==> src/assert_macros.svh <==
// ---------------------------------------------------------------------------
// Assertion macros
// Shared concurrent assertion wrappers for the tile edge dissimilarity block.
// ---------------------------------------------------------------------------
`ifndef ASSERT_MACROS_SVH
`define ASSERT_MACROS_SVH

// Checks a property on every rising clock edge outside reset.
`define TED_ASSERT(lbl, prop, msg) \
  lbl: assert property (@(posedge clk) disable iff (!rst_n) prop) \
    else $error(msg);

// Checks that a condition leads to a consequence on the next clock edge.
`define TED_ASSERT_NEXT(lbl, ante, cons, msg) \
  lbl: assert property (@(posedge clk) disable iff (!rst_n) (ante) |=> (cons)) \
    else $error(msg);

`endif

==> src/ted_pkg.sv <==
// ---------------------------------------------------------------------------
// ted_pkg
// Widths, state encoding and controller/datapath interface types.
// ---------------------------------------------------------------------------
package ted_pkg;

  localparam int PIX_W      = 8;
  localparam int NUM_CH     = 3;
  localparam int SQ_W       = 2 * PIX_W;
  localparam int CUBE_W     = 3 * PIX_W;
  localparam int SUM_W      = 32;
  localparam int TOT_W      = SUM_W + 1;
  localparam int ROOT_W     = SUM_W / 2;
  localparam int REM_W      = ROOT_W + 2;
  localparam int ROOT_STEPS = ROOT_W;
  localparam int ROOT_CNT_W = $clog2(ROOT_STEPS);
  localparam int IN_DATA_W  = 2 * NUM_CH * PIX_W;
  localparam int OUT_DATA_W = ROOT_W;

  typedef enum logic [5:0] {
    S_IDLE = 6'b000001,
    S_SQR  = 6'b000010,
    S_CUBE = 6'b000100,
    S_ACC  = 6'b001000,
    S_ROOT = 6'b010000,
    S_DONE = 6'b100000
  } state_t;

  typedef struct packed {
    logic load_in;
    logic do_sqr;
    logic do_cube;
    logic do_acc;
    logic root_step;
    logic out_load;
  } cmd_t;

  typedef struct packed {
    logic last;
    logic root_last;
  } sts_t;

endpackage

==> src/ted_ctrl.sv <==
// ---------------------------------------------------------------------------
// ted_ctrl
// Sequencer for one pixel pair at a time, plus the result beat valid flag.
// ---------------------------------------------------------------------------
`include "assert_macros.svh"

module ted_ctrl (
  input  logic          clk,
  input  logic          rst_n,
  input  logic          in_tvalid,
  output logic          in_tready,
  output logic          out_tvalid,
  input  logic          out_tready,
  output ted_pkg::cmd_t cmd,
  input  ted_pkg::sts_t sts
);
  import ted_pkg::*;

  state_t state_r, state_nxt;
  logic   out_valid_r, out_valid_nxt;

  always_comb begin
    state_nxt = state_r;
    cmd       = '0;
    unique case (state_r)
      S_IDLE: begin
        if (in_tvalid) begin
          cmd.load_in = 1'b1;
          state_nxt   = S_SQR;
        end
      end
      S_SQR: begin
        cmd.do_sqr = 1'b1;
        state_nxt  = S_CUBE;
      end
      S_CUBE: begin
        cmd.do_cube = 1'b1;
        state_nxt   = S_ACC;
      end
      S_ACC: begin
        cmd.do_acc = 1'b1;
        state_nxt  = sts.last ? S_ROOT : S_IDLE;
      end
      S_ROOT: begin
        cmd.root_step = 1'b1;
        if (sts.root_last) begin
          state_nxt = S_DONE;
        end
      end
      S_DONE: begin
        if (!out_valid_r || out_tready) begin
          cmd.out_load = 1'b1;
          state_nxt    = S_IDLE;
        end
      end
      default: state_nxt = S_IDLE;
    endcase
  end

  always_comb begin
    out_valid_nxt = out_valid_r;
    if (cmd.out_load) begin
      out_valid_nxt = 1'b1;
    end else if (out_tready) begin
      out_valid_nxt = 1'b0;
    end
  end

  always_ff @(posedge clk) begin
    if (!rst_n) begin
      state_r     <= S_IDLE;
      out_valid_r <= 1'b0;
    end else begin
      state_r     <= state_nxt;
      out_valid_r <= out_valid_nxt;
    end
  end

  assign in_tready  = (state_r == S_IDLE);
  assign out_tvalid = out_valid_r;

  // A new result may only overwrite the output register once it is free.
  `TED_ASSERT(a_out_load_free, cmd.out_load |-> (!out_valid_r || out_tready), "result overwritten")
  // The last root iteration hands over to the result stage.
  `TED_ASSERT_NEXT(a_root_to_done, state_r == S_ROOT && sts.root_last, state_r == S_DONE, "root end lost")

endmodule

==> src/ted_dp.sv <==
// ---------------------------------------------------------------------------
// ted_dp
// Cube-sum accumulator, bit-pair square root and result register.
// ---------------------------------------------------------------------------
`include "assert_macros.svh"

module ted_dp (
  input  logic                              clk,
  input  logic                              rst_n,
  input  ted_pkg::cmd_t                     cmd,
  output ted_pkg::sts_t                     sts,
  input  logic [ted_pkg::IN_DATA_W-1:0]     in_tdata,
  input  logic                              in_tlast,
  output logic [ted_pkg::OUT_DATA_W-1:0]    out_tdata,
  output logic                              out_tuser
);
  import ted_pkg::*;

  logic [PIX_W-1:0]      diff_r [NUM_CH];
  logic [SQ_W-1:0]       sq_r   [NUM_CH];
  logic [CUBE_W-1:0]     cube_r [NUM_CH];
  logic                  last_r;
  logic [SUM_W-1:0]      sum_r;
  logic                  ovf_r;
  logic [SUM_W-1:0]      rad_r;
  logic [REM_W-1:0]      rem_r;
  logic [ROOT_W-1:0]     root_r;
  logic [ROOT_CNT_W-1:0] cnt_r;
  logic                  sat_r;
  logic [ROOT_W-1:0]     dis_r;
  logic                  out_sat_r;

  logic [PIX_W-1:0]      a_pix [NUM_CH];
  logic [PIX_W-1:0]      b_pix [NUM_CH];
  logic [TOT_W-1:0]      total;
  logic [REM_W+1:0]      rem_sh;
  logic [REM_W+1:0]      trial;

  always_comb begin
    for (int c = 0; c < NUM_CH; c++) begin
      a_pix[c] = in_tdata[c*PIX_W +: PIX_W];
      b_pix[c] = in_tdata[(NUM_CH+c)*PIX_W +: PIX_W];
    end
  end

  // Add of the three cubes onto the running sum, one extra bit for overflow.
  always_comb begin
    total = {1'b0, sum_r};
    for (int c = 0; c < NUM_CH; c++) begin
      total = total + TOT_W'(cube_r[c]);
    end
  end

  assign rem_sh = {rem_r, rad_r[SUM_W-1 -: 2]};
  assign trial  = {2'b00, root_r, 2'b01};

  always_ff @(posedge clk) begin
    if (cmd.load_in) begin
      for (int c = 0; c < NUM_CH; c++) begin
        diff_r[c] <= (a_pix[c] >= b_pix[c]) ? a_pix[c] - b_pix[c] : b_pix[c] - a_pix[c];
      end
      last_r <= in_tlast;
    end
    if (cmd.do_sqr) begin
      for (int c = 0; c < NUM_CH; c++) begin
        sq_r[c] <= SQ_W'(diff_r[c]) * SQ_W'(diff_r[c]);
      end
    end
    if (cmd.do_cube) begin
      for (int c = 0; c < NUM_CH; c++) begin
        cube_r[c] <= CUBE_W'(sq_r[c]) * CUBE_W'(diff_r[c]);
      end
    end
    if (cmd.do_acc && last_r) begin
      rad_r <= total[TOT_W-1] ? '1 : total[SUM_W-1:0];
      sat_r <= ovf_r | total[TOT_W-1];
    end else if (cmd.root_step) begin
      rad_r <= {rad_r[SUM_W-3:0], 2'b00};
    end
    if (cmd.out_load) begin
      dis_r     <= root_r;
      out_sat_r <= sat_r;
    end
  end

  always_ff @(posedge clk) begin
    if (!rst_n) begin
      sum_r  <= '0;
      ovf_r  <= 1'b0;
      rem_r  <= '0;
      root_r <= '0;
      cnt_r  <= '0;
    end else begin
      if (cmd.do_acc) begin
        if (last_r) begin
          sum_r  <= '0;
          ovf_r  <= 1'b0;
          rem_r  <= '0;
          root_r <= '0;
          cnt_r  <= '0;
        end else if (total[TOT_W-1]) begin
          sum_r <= '1;
          ovf_r <= 1'b1;
        end else begin
          sum_r <= total[SUM_W-1:0];
        end
      end else if (cmd.root_step) begin
        if (rem_sh >= trial) begin
          rem_r  <= REM_W'(rem_sh - trial);
          root_r <= {root_r[ROOT_W-2:0], 1'b1};
        end else begin
          rem_r  <= rem_sh[REM_W-1:0];
          root_r <= {root_r[ROOT_W-2:0], 1'b0};
        end
        cnt_r <= cnt_r + ROOT_CNT_W'(1);
      end
    end
  end

  assign sts.last      = last_r;
  assign sts.root_last = (cnt_r == ROOT_CNT_W'(ROOT_STEPS - 1));
  assign out_tdata     = dis_r;
  assign out_tuser     = out_sat_r;

  // The partial remainder never exceeds twice the partial root.
  `TED_ASSERT(a_rem_bound, rem_r <= {1'b0, root_r, 1'b0}, "root remainder out of range")
  // Closing a border leaves a clean accumulator for the next one.
  `TED_ASSERT_NEXT(a_sum_clear, cmd.do_acc && last_r, sum_r == '0 && !ovf_r, "sum not cleared")

endmodule

==> src/tile_edge_dissimilarity_core.sv <==
// ---------------------------------------------------------------------------
// tile_edge_dissimilarity_core
// Border-fit score of two image tiles from facing pixel pairs.
// ---------------------------------------------------------------------------
// Each input beat carries one pixel pair facing across a tile border. The
// block cubes the absolute red, green and blue differences and adds them to
// a 32-bit running sum that clamps at all ones. On the beat with in_tlast
// high it produces one result beat: the floor of the square root of the sum,
// with out_tuser set if the sum was clamped anywhere in that border; the sum
// is then cleared. A pixel pair that does not close a border holds the block
// through its capture, square, cube and accumulate steps, after which
// in_tready is high again. The closing pair also runs the 16-iteration
// bit-pair square root and then waits, if need be, for the output register
// to drain. A finished result waits in its own register, so a new border
// can start while the previous score has not yet been taken.
// ---------------------------------------------------------------------------

module tile_edge_dissimilarity_core (
  input  logic                              clk,
  input  logic                              rst_n,
  // in_tdata, from bit 0 up: a_red, a_green, a_blue, b_red, b_green, b_blue.
  input  logic [ted_pkg::IN_DATA_W-1:0]     in_tdata,
  input  logic                              in_tlast,   // last_pixel
  input  logic                              in_tvalid,
  output logic                              in_tready,
  // out_tdata, from bit 0 up: dissimilarity.
  output logic [ted_pkg::OUT_DATA_W-1:0]    out_tdata,
  output logic                              out_tuser,  // saturated
  output logic                              out_tvalid,
  input  logic                              out_tready
);
  import ted_pkg::*;

  // Command and status buses between the sequencer and the arithmetic.
  cmd_t cmd;
  sts_t sts;

  // The sequencer owns both handshakes; the datapath only sees commands.
  ted_ctrl u_ctrl (
    .clk        (clk),
    .rst_n      (rst_n),
    .in_tvalid  (in_tvalid),
    .in_tready  (in_tready),
    .out_tvalid (out_tvalid),
    .out_tready (out_tready),
    .cmd        (cmd),
    .sts        (sts)
  );

  // The datapath holds the accumulator, the root unit and the result register.
  ted_dp u_dp (
    .clk       (clk),
    .rst_n     (rst_n),
    .cmd       (cmd),
    .sts       (sts),
    .in_tdata  (in_tdata),
    .in_tlast  (in_tlast),
    .out_tdata (out_tdata),
    .out_tuser (out_tuser)
  );

endmodule
==> config.mk <==
export PLATFORM = sky130hd
export DESIGN_NAME = tile_edge_dissimilarity_core
export DESIGN_NICKNAME = d
export VERILOG_FILES = /design/src/ted_pkg.sv /design/src/ted_ctrl.sv /design/src/ted_dp.sv /design/src/tile_edge_dissimilarity_core.sv
export VERILOG_INCLUDE_DIRS = /design/src /design/src/src
export SDC_FILE = /design/constraint.sdc
export NUM_CORES = 2
export LEC_CHECK = 0
export BUFFER_PORTS_ARGS = -buffer_cell sky130_fd_sc_hd__buf_2
export CAP_MARGIN = 15
export CELL_PAD_IN_SITES_DETAIL_PLACEMENT = 0
export CELL_PAD_IN_SITES_GLOBAL_PLACEMENT = 1
export CORE_ASPECT_RATIO = 0.8
export CORE_UTILIZATION = 39
export CTS_BUF_LIST = sky130_fd_sc_hd__clkbuf_4 sky130_fd_sc_hd__clkbuf_8
export DETAILED_ROUTE_END_ITERATION = 7
export MAX_ROUTING_LAYER = met4
export PLACE_DENSITY = 0.67
export SYNTH_ARGS = -nofsm -noshare
export SYNTH_HDL_FRONTEND = slang
export SYNTH_HIERARCHICAL = 1
export SYNTH_SLANG_ARGS = --single-unit
export TNS_END_PERCENT = 20
==> constraint.sdc <==
create_clock -name clk -period 4.54 [get_ports clk]
set_input_delay 0 -clock clk [delete_from_list [all_inputs] [get_ports clk]]
set_output_delay 0 -clock clk [all_outputs]
set_load 0.1 [all_outputs]
==> impl_metrics.csv <==
group,metric,value,unit
status,outcome,"finished, violations left",
status,violations,"negative setup slack",
route,drtIter0Drc,1108,
floorplan,die_w,316,µm
worst_setup_path,r2r_start,"u_dp/diff_r[0][2]$_DFFE_PP_",
synthesis,yosysWarnings,6,
grt,grt_pass1_vias,23655,
worst_setup_path,r2r_cells,17,
route,first_pass_iters,5,
floorplan,initial_utilization,39.6,%
route,ant_nets,0,
synthesis,synth.top_cell.area_share,24.1,%
floorplan,io_pins,72,
worst_setup_path,cp_common_cell,"fa_1",
place,dp_hpwl,54900,µm
worst_setup_path,r2r_slack,-0.26,ns
synthesis,synth-main-ff-cell,"edfxtp_1",
grt,grt_pass1_wl,118000,µm
worst_setup_path,worstPathRequired,4.95,ns
final_layout,final_cell_mix,"inv_1 (485), fa_1 (358), and2_1 (352), buf_4 (311), ha_1 (286)",
place,portBuffers,71,
timing,slew_violations,0,
worst_setup_path,cp-startpoint,"u_dp/diff_r[0][2]$_DFFE_PP_",
grt,grt_use_total,18.7,%
timing,fmax,208,MHz
timing,hold_viol_final,0,
min_path,hold_depth,4,
final_layout,synthToLayoutAreaGrowth,22.5,%
final_layout,layout.nets,4313,
timing,timing.final.crit_share,106,%
floorplan,die_h,253,µm
timing,skew,0.0285,ns
timing,slew_headroom,30.0,%
route,route.detailed.wl_per_inst,15.4,µm
min_path,hold_class,"input pin to register",
worst_setup_path,path_buf_inv,4,
worst_setup_path,cp_top_family,"adder cells",
synthesis,synth-async-reset-ratio,0,%
min_path,worstHoldStart,"in_tdata[1]",
floorplan,die_area,79900,µm²
final_layout,nFillCells,7203,
final_layout,final_common_cell,"inv_1",
synthesis,syn_inst,3125,
worst_setup_path,r2r-end,"u_dp/cube_r[0][23]$_DFFE_PP_",
clocking,cts_buffer_depth,3,
grt,overflow,0,
timing,worst_pin_slew,1.05,ns
synthesis,synth-seq-cells,270,
clocking,clk_latency,0.68,ns
worst_setup_path,critPathKind,"register to register",
timing,layout_setup_ws,-0.256,ns
min_path,min_to,"u_dp/diff_r[0][2]$_DFFE_PP_",
worst_setup_path,startpoint_type,"register",
route,drc_errors,0,
grt,grt_max_degree,74,
worst_setup_path,slowest_delay,0.56,ns
synthesis,ys_types,91,
place,place_congestion,0.836,
route,viasPerCell,4.90,
route,routed_wl,71400,µm
synthesis,yosysTopAreaCell,"fa_1",
synthesis,yosys-top-cells-area,"fa_1 (24%), edfxtp_1 (19%), ha_1 (13%), and2_1 (7.5%), inv_1 (6.1%)",
worst_setup_path,slowest_stage,"fa_1",
clocking,cts_made_buffers,52,
clocking,clock_sinks,270,
timing,setup_viol,23,
clocking,cts_tree,"built",
floorplan,fp.coreArea,77500,µm²
worst_setup_path,crit_arrival,5.21,ns
clocking,clockRootBuffer,"clkbuf_8",
synthesis,syn_area,30700,µm²
worst_setup_path,cp.depth,17,
final_layout,drive_gt1_share,19.3,%
place,dpl_worst_slack,-0.394,ns
grt,antenna_found_initial,2,
clocking,clkTransAtPathRegs,0.06,ns
synthesis,synth.avg_cell_area,9.83,µm²
floorplan,placementRows,91,
worst_setup_path,crit_path_max_fanout,6,
flow_run,maxCapViolCount,0,
route,vias,22740,
worst_setup_path,crit_chain,"buf_12, buf_8, and2_4, fa_1, fa_2, fa_1, inv_2, fa_1, inv_2, ha_4, nand3_2, a211o_1, nand4_1, a31oi_2, o41ai_2, a21oi_1, xnor2_1",
synthesis,synth-seq-area-share,23.9,%
clocking,htreeDepth,2,
timing,finalCriticalPeriod,4.80,ns
synthesis,synth_edf_count,192,
worst_setup_path,cp-end-kind,"register",
timing,rsz0062_at_grt,"yes",
## how the worst max path moves through the flow
stage                                              end
final                     u_dp/cube_r[0][23]$_DFFE_PP_
after global routing      u_dp/cube_r[0][70]$_DFFE_PP_
after CTS                 u_dp/cube_r[0][71]$_DFFE_PP_
after detailed placement  u_dp/cube_r[0][69]$_DFFE_PP_
after global placement    u_dp/cube_r[0][69]$_DFFE_PP_
after floorplan           u_dp/cube_r[0][23]$_DFFE_PP_
## per-stage QoR
| stage | instance area [µm²] | TNS [ns] | utilization, % | instances | hold WS (ns) |
|---|---|---|---|---|---|
| floorplan | 30800 | -0.0227 | - | 3135 | 0.0989 |
| global placement | 34400 | -4.06 | 44.4 | 4440 | 0.183 |
| detailed placement | 34400 | -5.43 | 44.4 | 4440 | 0.189 |
| CTS | 36800 | -2.17 | 47.5 | 4617 | 0.00747 |
| global route | 37600 | -7.25 | 48.5 | 4645 | 0.0543 |
| finish | 37600 | -2.90 | 48.5 | 4645 | 0.0651 |
## logic make-up after synthesis
logic type                 share of synthesized area, %
muxes                                              1.39
buffers and inverters                              7.27
DFF                                                23.9
adders and majority gates                          36.8
other                                            0.0245
AOI/OAI and AO/OA                                  10.2
and+or+nand+nor                                    16.0
xor gates and xnor gates                           4.42
## registers in the layout (all words and copies together), names as in the netlist, 4 cells and up
name,count
u_ctrl/state_r,6
u_dp/cnt_r,4
u_dp/cube_r,72
u_dp/diff_r,24
u_dp/out_tdata,16
u_dp/rad_r,32
u_dp/rem_r,18
u_dp/root_r,16
u_dp/sq_r,45
u_dp/sum_r,32
## cell usage after synthesis (6+ instances only)
master,number
a22oi_1,20
clkbuf_1,75
mux2_2,10
ha_1,314
a21o_1,48
edfxtp_1,192
xnor2_1,115
o31a_1,9
o21bai_1,16
nor2_1,152
o21ai_0,105
and3_1,19
o31ai_1,6
xor2_1,40
o41ai_1,11
nor2b_1,27
nor4_1,7
fa_1,369
o21a_1,32
nor3_1,36
o211ai_1,6
a211oi_1,15
dfxtp_1,78
or2_2,7
nand2_1,199
mux2i_1,30
nand2b_1,30
or3_1,14
inv_1,500
nand4_1,9
and2_1,367
nand3_1,24
a2bb2oi_1,8
a21oi_1,113
a31oi_1,22
## per-layer routing
layer | wire length (µm) | track usage, %
met5 | 0 | -
met4 | 1010 | 3.75
met3 | 2970 | 2.79
met2 | 32100 | 28.9
met1 | 35400 | 25.9
## worst min-delay path, delay by kind of cell
| family | cells | cell delay [ns] |
|---|---|---|
| mux | 1 | 0.16 |
| buf+inv | 1 | 0.12 |
| xor+xnor | 1 | 0.09 |
| fa+ha+maj | 1 | 0.17 |
## timing repair
item	4_1_cts	5_1_grt
buffers inserted	16	24
pin swaps	37	62
hold buffers	61	0
resized for setup	81	121
hold endpoints to repair	49	0
endpoints found under the setup margin	32	58
gates cloned	2	2
## layout make-up
type	count	area, µm²	area share [%]
clock buffer	65	845	2.24
multi-input combinational	2281	22100	58.7
tap	1023	1280	3.40
inverter	500	1880	4.99
sequential	270	7330	19.5
clock inverter	33	469	1.25
timing repair buffer	472	3740	9.93
antenna	1	2.50	0.00665
Power is not shown: default switching activity piles up to over one toggle a cycle in this logic, so the estimate is an artifact.
